`src/rtl/pord_pkg.sv`:
```
`default_nettype none

package pord_pkg;

  localparam int unsigned ByteW      = 8;
  localparam int unsigned KW         = 4;
  localparam int unsigned CountW     = 16;
  localparam int unsigned OffW       = 32;
  localparam int unsigned ShortW     = 20;
  localparam int unsigned MaxOffs    = 4;
  localparam int unsigned QueueDepth = 4;

  localparam logic [KW-1:0]     RemBitsReset  = 4'd4;
  localparam logic [CountW-1:0] EntryCntReset = 16'd0;

  localparam logic CfgRemBits  = 1'b0;
  localparam logic CfgEntryCnt = 1'b1;

  localparam logic KindOffset = 1'b0;
  localparam logic KindFlag   = 1'b1;

  typedef struct packed {
    logic                            kind;
    logic [3:0]                      cnt;
    logic [CountW-1:0]               base_idx;
    logic [ByteW-1:0]                flags;
    logic [OffW-1:0]                 len0;
    logic [MaxOffs-2:0][ShortW-1:0]  len_s;
  } batch_t;

endpackage

`default_nettype wire

```
`src/rtl/phrase_offset_rice_decoder.sv`:
```
// Phrase offset Rice decoder.
// Input channel: one stream byte per beat (in_valid_i / in_stall_o), bits
// taken least significant first. Output channel: one result per beat
// (out_valid_o / out_stall_i): kind 0 carries a running end offset, kind 1 a
// phrase flag; last_o marks the final result of its byte.
// Configuration: cfg_we_i writes cfg_data_i to register cfg_idx_i
// (0 = remainder bits k, 1 = entry count); write only while idle.
// Throughput: one byte per cycle while each byte yields at most one result
// and the receiver does not stall; the result serializer emits one beat per
// cycle while not stalled, so a byte with several results takes one beat for
// each. Bytes are decoded combinationally by the front and queued as batches
// of up to 8 results. The first result of a byte passes through the batch
// queue and then the output register.
// A stalled receiver holds the output register; the front keeps taking bytes
// until the batch queue (QueueDepth batches) fills, then raises in_stall_o.
// Reset: k = 4, entry count 0, decoder waits for the first offset entry,
// running offset 0. No clearing pass.
`default_nettype none

module phrase_offset_rice_decoder #(
  parameter int unsigned QueueDepth = pord_pkg::QueueDepth
) (
  input  logic                         clk_i,
  input  logic                         rst_ni,
  input  logic                         cfg_we_i,
  input  logic                         cfg_idx_i,
  input  logic [pord_pkg::CountW-1:0]  cfg_data_i,
  input  logic                         in_valid_i,
  output logic                         in_stall_o,
  input  logic [pord_pkg::ByteW-1:0]   stream_byte_i,
  output logic                         out_valid_o,
  input  logic                         out_stall_i,
  output logic                         kind_o,
  output logic [pord_pkg::CountW-1:0]  entry_index_o,
  output logic [pord_pkg::OffW-1:0]    offset_o,
  output logic                         flag_o,
  output logic                         last_o
);
  import pord_pkg::*;

  logic [KW-1:0]     rem_bits_q;
  logic [CountW-1:0] entry_cnt_q;
  logic              push, pop, full, empty;
  batch_t            wr_batch, head;

  always_ff @(posedge clk_i or negedge rst_ni) begin
    if (!rst_ni) begin
      rem_bits_q  <= RemBitsReset;
      entry_cnt_q <= EntryCntReset;
    end else if (cfg_we_i) begin
      unique case (cfg_idx_i)
        CfgRemBits:  rem_bits_q  <= cfg_data_i[KW-1:0];
        CfgEntryCnt: entry_cnt_q <= cfg_data_i;
        default: begin
        end
      endcase
    end
  end

  assign in_stall_o = full;

  pord_front u_front (
    .clk_i         (clk_i),
    .rst_ni        (rst_ni),
    .in_valid_i    (in_valid_i),
    .stream_byte_i (stream_byte_i),
    .rem_bits_i    (rem_bits_q),
    .entry_cnt_i   (entry_cnt_q),
    .q_full_i      (full),
    .push_o        (push),
    .batch_o       (wr_batch)
  );

  pord_queue #(
    .Depth (QueueDepth)
  ) u_queue (
    .clk_i   (clk_i),
    .rst_ni  (rst_ni),
    .push_i  (push),
    .data_i  (wr_batch),
    .pop_i   (pop),
    .data_o  (head),
    .full_o  (full),
    .empty_o (empty)
  );

  pord_back u_back (
    .clk_i         (clk_i),
    .rst_ni        (rst_ni),
    .head_i        (head),
    .empty_i       (empty),
    .pop_o         (pop),
    .out_valid_o   (out_valid_o),
    .out_stall_i   (out_stall_i),
    .kind_o        (kind_o),
    .entry_index_o (entry_index_o),
    .offset_o      (offset_o),
    .flag_o        (flag_o),
    .last_o        (last_o)
  );

  a_no_push_full: assert property (@(posedge clk_i) disable iff (!rst_ni)
    push |-> !full)
    else $error("batch pushed into full queue");

  a_no_pop_empty: assert property (@(posedge clk_i) disable iff (!rst_ni)
    pop |-> !empty)
    else $error("batch popped from empty queue");

  a_flag_zero_offset: assert property (@(posedge clk_i) disable iff (!rst_ni)
    (out_valid_o && kind_o == KindFlag) |-> (offset_o == '0))
    else $error("flag result carries an offset");

  a_offset_zero_flag: assert property (@(posedge clk_i) disable iff (!rst_ni)
    (out_valid_o && kind_o == KindOffset) |-> !flag_o)
    else $error("offset result carries a flag");

endmodule

`default_nettype wire

```
`src/rtl/pord_front.sv`:
```
`default_nettype none

module pord_front (
  input  logic                          clk_i,
  input  logic                          rst_ni,
  input  logic                          in_valid_i,
  input  logic [pord_pkg::ByteW-1:0]    stream_byte_i,
  input  logic [pord_pkg::KW-1:0]       rem_bits_i,
  input  logic [pord_pkg::CountW-1:0]   entry_cnt_i,
  input  logic                          q_full_i,
  output logic                          push_o,
  output pord_pkg::batch_t              batch_o
);
  import pord_pkg::*;

  typedef enum logic [1:0] {PhOffs, PhSkip, PhFlag, PhDone} phase_e;

  phase_e            phase_q, phase_d;
  logic [1:0]        gpos_q, gpos_d;
  logic              inr_q, inr_d;
  logic [2:0]        rpos_q, rpos_d;
  logic [OffW-1:0]   acc_q, acc_d;
  logic [CountW-1:0] done_q, done_d;

  logic              accept;
  logic [8:0]        eq;
  logic [MaxOffs:0]  geo;
  logic [7:0]        gef;
  logic [CountW-1:0] fbase;
  logic [2:0]        r;
  logic [2:0]        nd;
  logic [3:0]        nf;
  logic              stop, stop0, fstop, flag_now;
  logic [ShortW-1:0] dl [MaxOffs];
  logic [ShortW-1:0] delta_cur;
  logic [OffW-1:0]   len0, acc_next;
  logic              inr_e;
  logic [2:0]        rpos_e;

  assign accept = in_valid_i && !q_full_i;

  always_comb begin
    logic [CountW-1:0] s;
    for (int i = 0; i < 9; i++) begin
      eq[i] = (acc_q + (32'(i) << rem_bits_i)) == 32'd1;
    end
    for (int j = 0; j <= MaxOffs; j++) begin
      s = done_q + CountW'(j);
      geo[j] = s >= entry_cnt_i;
    end
    fbase = (phase_q == PhFlag) ? done_q : '0;
    for (int j = 0; j < 8; j++) begin
      s = fbase + CountW'(j);
      gef[j] = s >= entry_cnt_i;
    end
  end

  always_comb begin
    if (rem_bits_i == '0) begin
      r = 3'd1;
    end else if (rem_bits_i > 4'd5) begin
      r = 3'd5;
    end else begin
      r = rem_bits_i[2:0];
    end
  end

  always_comb begin
    logic [3:0] m;
    logic [4:0] rem;
    logic       bnd;
    m      = '0;
    rem    = '0;
    inr_e  = inr_q;
    rpos_e = rpos_q;
    nd     = '0;
    stop   = 1'b0;
    stop0  = 1'b0;
    bnd    = 1'b0;
    for (int e = 0; e < MaxOffs; e++) begin
      dl[e] = '0;
    end
    for (int b = 0; b < 8; b++) begin
      if (phase_q == PhOffs && !stop) begin
        bnd = !inr_e && ((nd == '0) ? eq[m] : (m == '0));
        if (bnd && geo[nd]) begin
          stop  = 1'b1;
          stop0 = (b == 0);
        end else if (!inr_e) begin
          if (stream_byte_i[b]) begin
            m = m + 4'd1;
          end else begin
            inr_e = 1'b1;
          end
        end else begin
          if (stream_byte_i[b] && rpos_e < 3'd5) begin
            rem = rem | (5'd1 << rpos_e);
          end
          rpos_e = rpos_e + 3'd1;
          if (rpos_e >= r) begin
            if (nd < 3'(MaxOffs)) begin
              dl[nd[1:0]] = (ShortW'(m) << rem_bits_i) + ShortW'(rem);
            end
            nd     = nd + 3'd1;
            m      = '0;
            rem    = '0;
            inr_e  = 1'b0;
            rpos_e = '0;
          end
        end
      end
    end
    delta_cur = (ShortW'(m) << rem_bits_i) + ShortW'(rem);
  end

  always_comb begin
    nf    = '0;
    fstop = 1'b0;
    for (int j = 0; j < 8; j++) begin
      if (!fstop) begin
        if (gef[j]) begin
          fstop = 1'b1;
        end else begin
          nf = nf + 4'd1;
        end
      end
    end
  end

  assign len0     = acc_q + OffW'(dl[0]);
  assign acc_next = ((nd == '0) ? acc_q : 32'd1) + OffW'(delta_cur);
  assign flag_now = (phase_q == PhFlag) ||
                    (phase_q == PhOffs && stop && stop0 && gpos_q == 2'd0);

  always_comb begin
    phase_d = phase_q;
    gpos_d  = gpos_q;
    inr_d   = inr_q;
    rpos_d  = rpos_q;
    acc_d   = acc_q;
    done_d  = done_q;
    unique case (phase_q)
      PhOffs: begin
        if (stop) begin
          inr_d  = 1'b0;
          rpos_d = '0;
          acc_d  = 32'd1;
          if (stop0 && gpos_q == 2'd0) begin
            done_d  = CountW'(nf);
            phase_d = fstop ? PhDone : PhFlag;
          end else begin
            done_d  = '0;
            gpos_d  = gpos_q + 2'd1;
            phase_d = (gpos_q == 2'd3) ? PhFlag : PhSkip;
          end
        end else begin
          gpos_d = gpos_q + 2'd1;
          inr_d  = inr_e;
          rpos_d = rpos_e;
          acc_d  = acc_next;
          done_d = done_q + CountW'(nd);
        end
      end
      PhSkip: begin
        gpos_d = gpos_q + 2'd1;
        if (gpos_q == 2'd3) begin
          phase_d = PhFlag;
        end
      end
      PhFlag: begin
        done_d = done_q + CountW'(nf);
        if (fstop) begin
          phase_d = PhDone;
        end
      end
      PhDone: begin
      end
      default: begin
      end
    endcase
  end

  always_comb begin
    batch_o.flags = stream_byte_i;
    batch_o.len0  = len0;
    for (int e = 1; e < MaxOffs; e++) begin
      batch_o.len_s[e-1] = dl[e] + ShortW'(1);
    end
    if (flag_now) begin
      batch_o.kind     = KindFlag;
      batch_o.cnt      = nf;
      batch_o.base_idx = fbase;
      push_o           = accept && (nf != '0);
    end else begin
      batch_o.kind     = KindOffset;
      batch_o.cnt      = 4'(nd);
      batch_o.base_idx = done_q;
      push_o           = accept && (phase_q == PhOffs) && (nd != '0);
    end
  end

  always_ff @(posedge clk_i or negedge rst_ni) begin
    if (!rst_ni) begin
      phase_q <= PhOffs;
      gpos_q  <= '0;
      inr_q   <= 1'b0;
      rpos_q  <= '0;
      acc_q   <= 32'd1;
      done_q  <= '0;
    end else if (accept) begin
      phase_q <= phase_d;
      gpos_q  <= gpos_d;
      inr_q   <= inr_d;
      rpos_q  <= rpos_d;
      acc_q   <= acc_d;
      done_q  <= done_d;
    end
  end

endmodule

`default_nettype wire

```
`src/rtl/pord_queue.sv`:
```
`default_nettype none

module pord_queue #(
  parameter int unsigned Depth = pord_pkg::QueueDepth
) (
  input  logic             clk_i,
  input  logic             rst_ni,
  input  logic             push_i,
  input  pord_pkg::batch_t data_i,
  input  logic             pop_i,
  output pord_pkg::batch_t data_o,
  output logic             full_o,
  output logic             empty_o
);
  import pord_pkg::*;

  localparam int unsigned PtrW = (Depth > 1) ? $clog2(Depth) : 1;
  localparam int unsigned CntW = $clog2(Depth + 1);

  batch_t            mem_q [Depth];
  logic [PtrW-1:0]   wr_q, rd_q;
  logic [CntW-1:0]   cnt_q;

  assign full_o  = (cnt_q == CntW'(Depth));
  assign empty_o = (cnt_q == '0);
  assign data_o  = mem_q[rd_q];

  always_ff @(posedge clk_i) begin
    if (push_i) begin
      mem_q[wr_q] <= data_i;
    end
  end

  always_ff @(posedge clk_i or negedge rst_ni) begin
    if (!rst_ni) begin
      wr_q  <= '0;
      rd_q  <= '0;
      cnt_q <= '0;
    end else begin
      if (push_i) begin
        wr_q <= (wr_q == PtrW'(Depth - 1)) ? '0 : wr_q + PtrW'(1);
      end
      if (pop_i) begin
        rd_q <= (rd_q == PtrW'(Depth - 1)) ? '0 : rd_q + PtrW'(1);
      end
      if (push_i && !pop_i) begin
        cnt_q <= cnt_q + CntW'(1);
      end else if (pop_i && !push_i) begin
        cnt_q <= cnt_q - CntW'(1);
      end
    end
  end

endmodule

`default_nettype wire

```
`src/rtl/pord_back.sv`:
```
`default_nettype none

module pord_back (
  input  logic                         clk_i,
  input  logic                         rst_ni,
  input  pord_pkg::batch_t             head_i,
  input  logic                         empty_i,
  output logic                         pop_o,
  output logic                         out_valid_o,
  input  logic                         out_stall_i,
  output logic                         kind_o,
  output logic [pord_pkg::CountW-1:0]  entry_index_o,
  output logic [pord_pkg::OffW-1:0]    offset_o,
  output logic                         flag_o,
  output logic                         last_o
);
  import pord_pkg::*;

  logic              out_valid_q;
  logic [2:0]        j_q;
  logic [OffW-1:0]   off_q;
  logic              load, is_last;
  logic [OffW-1:0]   sel_len, sum;

  assign load    = !empty_i && (!out_valid_q || !out_stall_i);
  assign is_last = ({1'b0, j_q} == (head_i.cnt - 4'd1));
  assign pop_o   = load && is_last;
  assign sel_len = (j_q == '0) ? head_i.len0 : OffW'(head_i.len_s[2'(j_q - 3'd1)]);
  assign sum     = off_q + sel_len;
  assign out_valid_o = out_valid_q;

  always_ff @(posedge clk_i or negedge rst_ni) begin
    if (!rst_ni) begin
      out_valid_q <= 1'b0;
      j_q         <= '0;
      off_q       <= '0;
    end else if (load) begin
      out_valid_q <= 1'b1;
      j_q         <= is_last ? '0 : j_q + 3'd1;
      if (head_i.kind == KindOffset) begin
        off_q <= sum;
      end
    end else if (!out_stall_i) begin
      out_valid_q <= 1'b0;
    end
  end

  always_ff @(posedge clk_i) begin
    if (load) begin
      kind_o        <= head_i.kind;
      entry_index_o <= head_i.base_idx + CountW'(j_q);
      offset_o      <= (head_i.kind == KindOffset) ? sum : '0;
      flag_o        <= (head_i.kind == KindFlag) ? head_i.flags[j_q] : 1'b0;
      last_o        <= is_last;
    end
  end

endmodule

`default_nettype wire

```
`config.mk`:
```
export PLATFORM = sky130hd
export DESIGN_NAME = phrase_offset_rice_decoder
export DESIGN_NICKNAME = d
export VERILOG_FILES = /design/src/rtl/pord_pkg.sv /design/src/rtl/phrase_offset_rice_decoder.sv /design/src/rtl/pord_front.sv /design/src/rtl/pord_queue.sv /design/src/rtl/pord_back.sv
export SDC_FILE = /design/constraint.sdc
export NUM_CORES = 2
export LEC_CHECK = 0
export BUFFER_PORTS_ARGS = -buffer_cell sky130_fd_sc_hd__buf_2
export CORE_ASPECT_RATIO = 0.7
export CORE_UTILIZATION = 26
export DETAILED_ROUTE_END_ITERATION = 10
export MAX_ROUTING_LAYER = met4
export PLACE_DENSITY_LB_ADDON = 0.2
export REMOVE_ABC_BUFFERS = 1
export SETUP_SLACK_MARGIN = 0.05
export SYNTH_ARGS = -nofsm -noshare
export SYNTH_HDL_FRONTEND = slang
export SYNTH_HIERARCHICAL = 1
export SYNTH_SLANG_ARGS = --single-unit
```
`constraint.sdc`:
```
create_clock -name clk_i -period 18.52 [get_ports clk_i]
set_input_delay 0 -clock clk_i [delete_from_list [all_inputs] [get_ports clk_i]]
set_output_delay 0 -clock clk_i [all_outputs]
set_load 0.01 [all_outputs]
```
==> run metrics <==
outcome finished, final reports clean; final setup violation count 0; post-route ant nets 0; core area 238700 um2; sequential cell area fraction in the yosys report 30.50%; Final Wtd Congestion 1.012; Yosys cell types 136; Die Y 412.1 um; Arr. time, crit path 18.26 ns; slew margin rel. 5.442%; H-tree depth 3; initial antenna violation count 25; register-to-register setup slack 0.85 ns; clk sink count 654; synthesized area 62450 um2; met2 Use GR 32.19%; crit path max fanout 25; GRT Overall Usage 24.34%; Max Cap Viol 0; global routing usage on met3 4.233%; Buf/Inv on CP 20; Clk Latency, worst-skew pair 0.71 ns; IO Count 83; CP dominant cell by count buf_4; clock-pin transition on the worst setup and hold timing paths 0.06 ns; worst hold slack 0.04435 ns; vias in the first global route 56.61k; skew final 0.06146 ns; drt pass-1 iters 6; routed vias 61.09k; HPWL Detailed 235300 um; final WL 296700 um; largest net degree at the start of global routing 122; most used routing layer met1; fill cell count 25.23k; setup TNS 0 ns; Synth Warn # 6; final std cell area, no fill 74160 um2; first-pass GRT wire length 421200 um; met1 usage 37.58%; Routed wire per std cell 27.42 um; Setup CP Type flip-flop to flip-flop; Post-synth EDFFs 535; dpl cells 10.61k; Avg Cell Area, Syn 8.905 um2; CP startpoint kind flip-flop; Crit-path slowest cell dfstp_2; leakage power 29.85 nW; Crit path max-delay family compound AO/OA/AOI/OAI gates; DR iter-0 viols 7004; Layout Cells excl Fill 10.82k; Peak Freq 56.58 MHz; CTS max path bufs 3; Syn Inst Count 7013; #FFs+latches synth 654; CP required 19.10 ns; num rows 150; Worst R2R Start rem_bits_q[2]; Peak VDD IR 0.1212 mV; clock buffer count from CTS 75; PD cells 73.54 nW/um2; Starting Density 26.16%; total overflow reported by the global router 0; R2R depth 94; CP endpoint kind flip-flop; ys flop type edfxtp_1; measured slew at the worst slew-check pin 1.404 ns; CP peak stage delay 0.61 ns; Via density 5.647; die width 587.8 um; RR Endpoint u_front/acc_q[29]; CTS tree yes; Placed Area 70660 um2; HP Class input pin to asynchronous set/reset pin; Layout Nets 8161; Async SR Flop Fraction 18.20%; Die Footprint 242200 um2; Final Hold Fails 0; Tcrit/Tclk final 95.43%; CTS root buf clkbuf_16; Slew Viols, Final 0; IO buf count 82; synthesis-to-finish area growth 18.75%; Period minus WS final 17.67 ns; share of post-route cells with drive strength above 1 17.61%; DRC 0
-- state kept, by name, indices dropped and copies added (netlist names), 3 cells and up --
| signal | flops |
|---|---|
| u_queue/mem_q | 484 |
| u_back/off_q | 32 |
| u_front/done_q | 16 |
| u_front/acc_q | 32 |
| entry_cnt_q | 16 |
| u_back/entry_index_o | 16 |
| u_back/j_q | 3 |
| u_back/offset_o | 32 |
| rem_bits_q | 4 |
| u_front/rpos_q | 3 |
| u_queue/cnt_q | 3 |
-- worst reg2reg max path: cells and delay by family (launching register included) --
| family | cells | cell delay, ns |
|---|---|---|
| AOI/OAI and AO/OA | 45 | 8.73 |
| and+or+nand+nor | 20 | 3.39 |
| buffers and inverters | 20 | 2.70 |
| adders and majority gates | 8 | 1.85 |
| DFF | 1 | 0.61 |
| muxes | 1 | 0.30 |
-- power breakdown --
part / internal [mW] / switching, mW / leakage [nW]
Sequential: 1.72 / 0.0945 / 6.80
Combinational: 0.792 / 1.37 / 21.9
Clock: 0.835 / 0.638 / 1.14
-- logic make-up (layout without fill, tap and decap cells) --
family,Yosys count,after routing,synth area share (%)
XOR/XNOR,396,396,5.576
flip-flops,654,654,30.50
adder cells (fa/ha/maj),581,581,11.82
buffers and inverters,697,1293,4.658
multiplexers,259,259,6.780
other,1,18,0.006005
AND/OR/NAND/NOR,2397,2398,18.96
AO/OA/AOI/OAI,2028,2028,21.71
-- cells in the final DEF, fill, tap and decap left out, types with 43 or more instances in the layout --
cell type and instances:
a211oi_1 82, a21o_1 133, a21oi_1 487, a31oi_1 53, and2_1 120, and3_1 62
buf_2 81, buf_4 711, clkbuf_16 78, dfrtp_1 109, dlygate4sd3_1 43, edfxtp_1 535
ha_1 551, inv_1 281, mux2_2 50, mux2i_1 69, mux4_2 125, nand2_1 629
nand2b_1 101, nand3_1 183, nand4_1 85, nor2_1 620, nor2b_1 78, nor3_1 161
nor4_1 81, o211ai_1 104, o21a_1 55, o21ai_0 384, o21bai_1 76, o221ai_1 45
o22ai_1 75, o31ai_1 68, xnor2_1 252, xor2_1 142
-- layout make-up --
class,count,area [um2],share of cell area [%]
Multi-Input combinational cell,5667,41020,55.31
Sequential cell,654,19060,25.70
Timing Repair Buffer,853,6502,8.768
Tap cell,3192,3994,5.385
Clock buffer,100,2033,2.742
Inverter,306,1154,1.555
Clock inverter,34,364.1,0.4909
Antenna cell,13,32.53,0.04386
-- layer usage --
| layer | vias to the layer above | share of wire (%) |
|---|---|---|
| met3 | 363 | 9.3 |
| li1 | 27490 | - |
| met4 | 0 | 2.2 |
| met1 | 30260 | 50 |
| met5 | - | 0 |
| met2 | 2978 | 38 |
-- worst max-delay path by stage --
| stage | startpoint | to | slack, ns | cells past startpoint |
|---|---|---|---|---|
| floorplan | rem_bits_q[0] | u_front/acc_q[29] | -1.93 | 89 |
| detailed placement | rem_bits_q[0] | u_front/acc_q[29] | -0.04 | 90 |
| finish | rem_bits_q[2] | u_front/acc_q[29] | 0.85 | 94 |
| CTS | rem_bits_q[0] | u_front/acc_q[29] | 0.12 | 94 |
| global placement | rem_bits_q[0] | u_front/acc_q[29] | 0.03 | 95 |
| global route | rem_bits_q[0] | u_front/acc_q[24] | -0.05 | 98 |
-- synthesized netlist by cell type (117+ instances only) --
cell type / number / area share [%]
nand2_1: 633 / 3.8
a21o_1: 133 / 1.6
and2_1: 127 / 1.3
o21ai_0: 393 / 3.1
xnor2_1: 252 / 3.5
nor2_1: 628 / 3.8
clkbuf_1: 263 / 1.6
edfxtp_1: 535 / 26
mux4_2: 125 / 4.5
dfrtp_1: 117 / 4.7
xor2_1: 143 / 2.0
ha_1: 557 / 11
inv_1: 284 / 1.7
nand3_1: 185 / 1.5
nor3_1: 166 / 1.3
a21oi_1: 513 / 4.1
-- per-stage QoR --
step | worst slack, ns | utilization, % | power (mW)
2_1_floorplan | -1.934 | - | 3.167
3_3_place_gp | 0.02660 | 29.60 | 3.954
3_5_place_dp | -0.03633 | 29.60 | 3.962
4_1_cts | 0.1232 | 30.79 | 5.470
5_1_grt | -0.04567 | 31.06 | 5.726
6_report | 0.8460 | 31.07 | 5.454
-- repair_timing --
item                       4_1_cts  5_1_grt
setup buffers                    0       15
hold buffers                    43        0
setup endpoints to repair       13       86
cloned                           0        2
pin swaps                        0       37
hold endpoints to repair       136        0
gates resized for setup          6      118
Note: power is estimated with default switching activity, not from simulation.
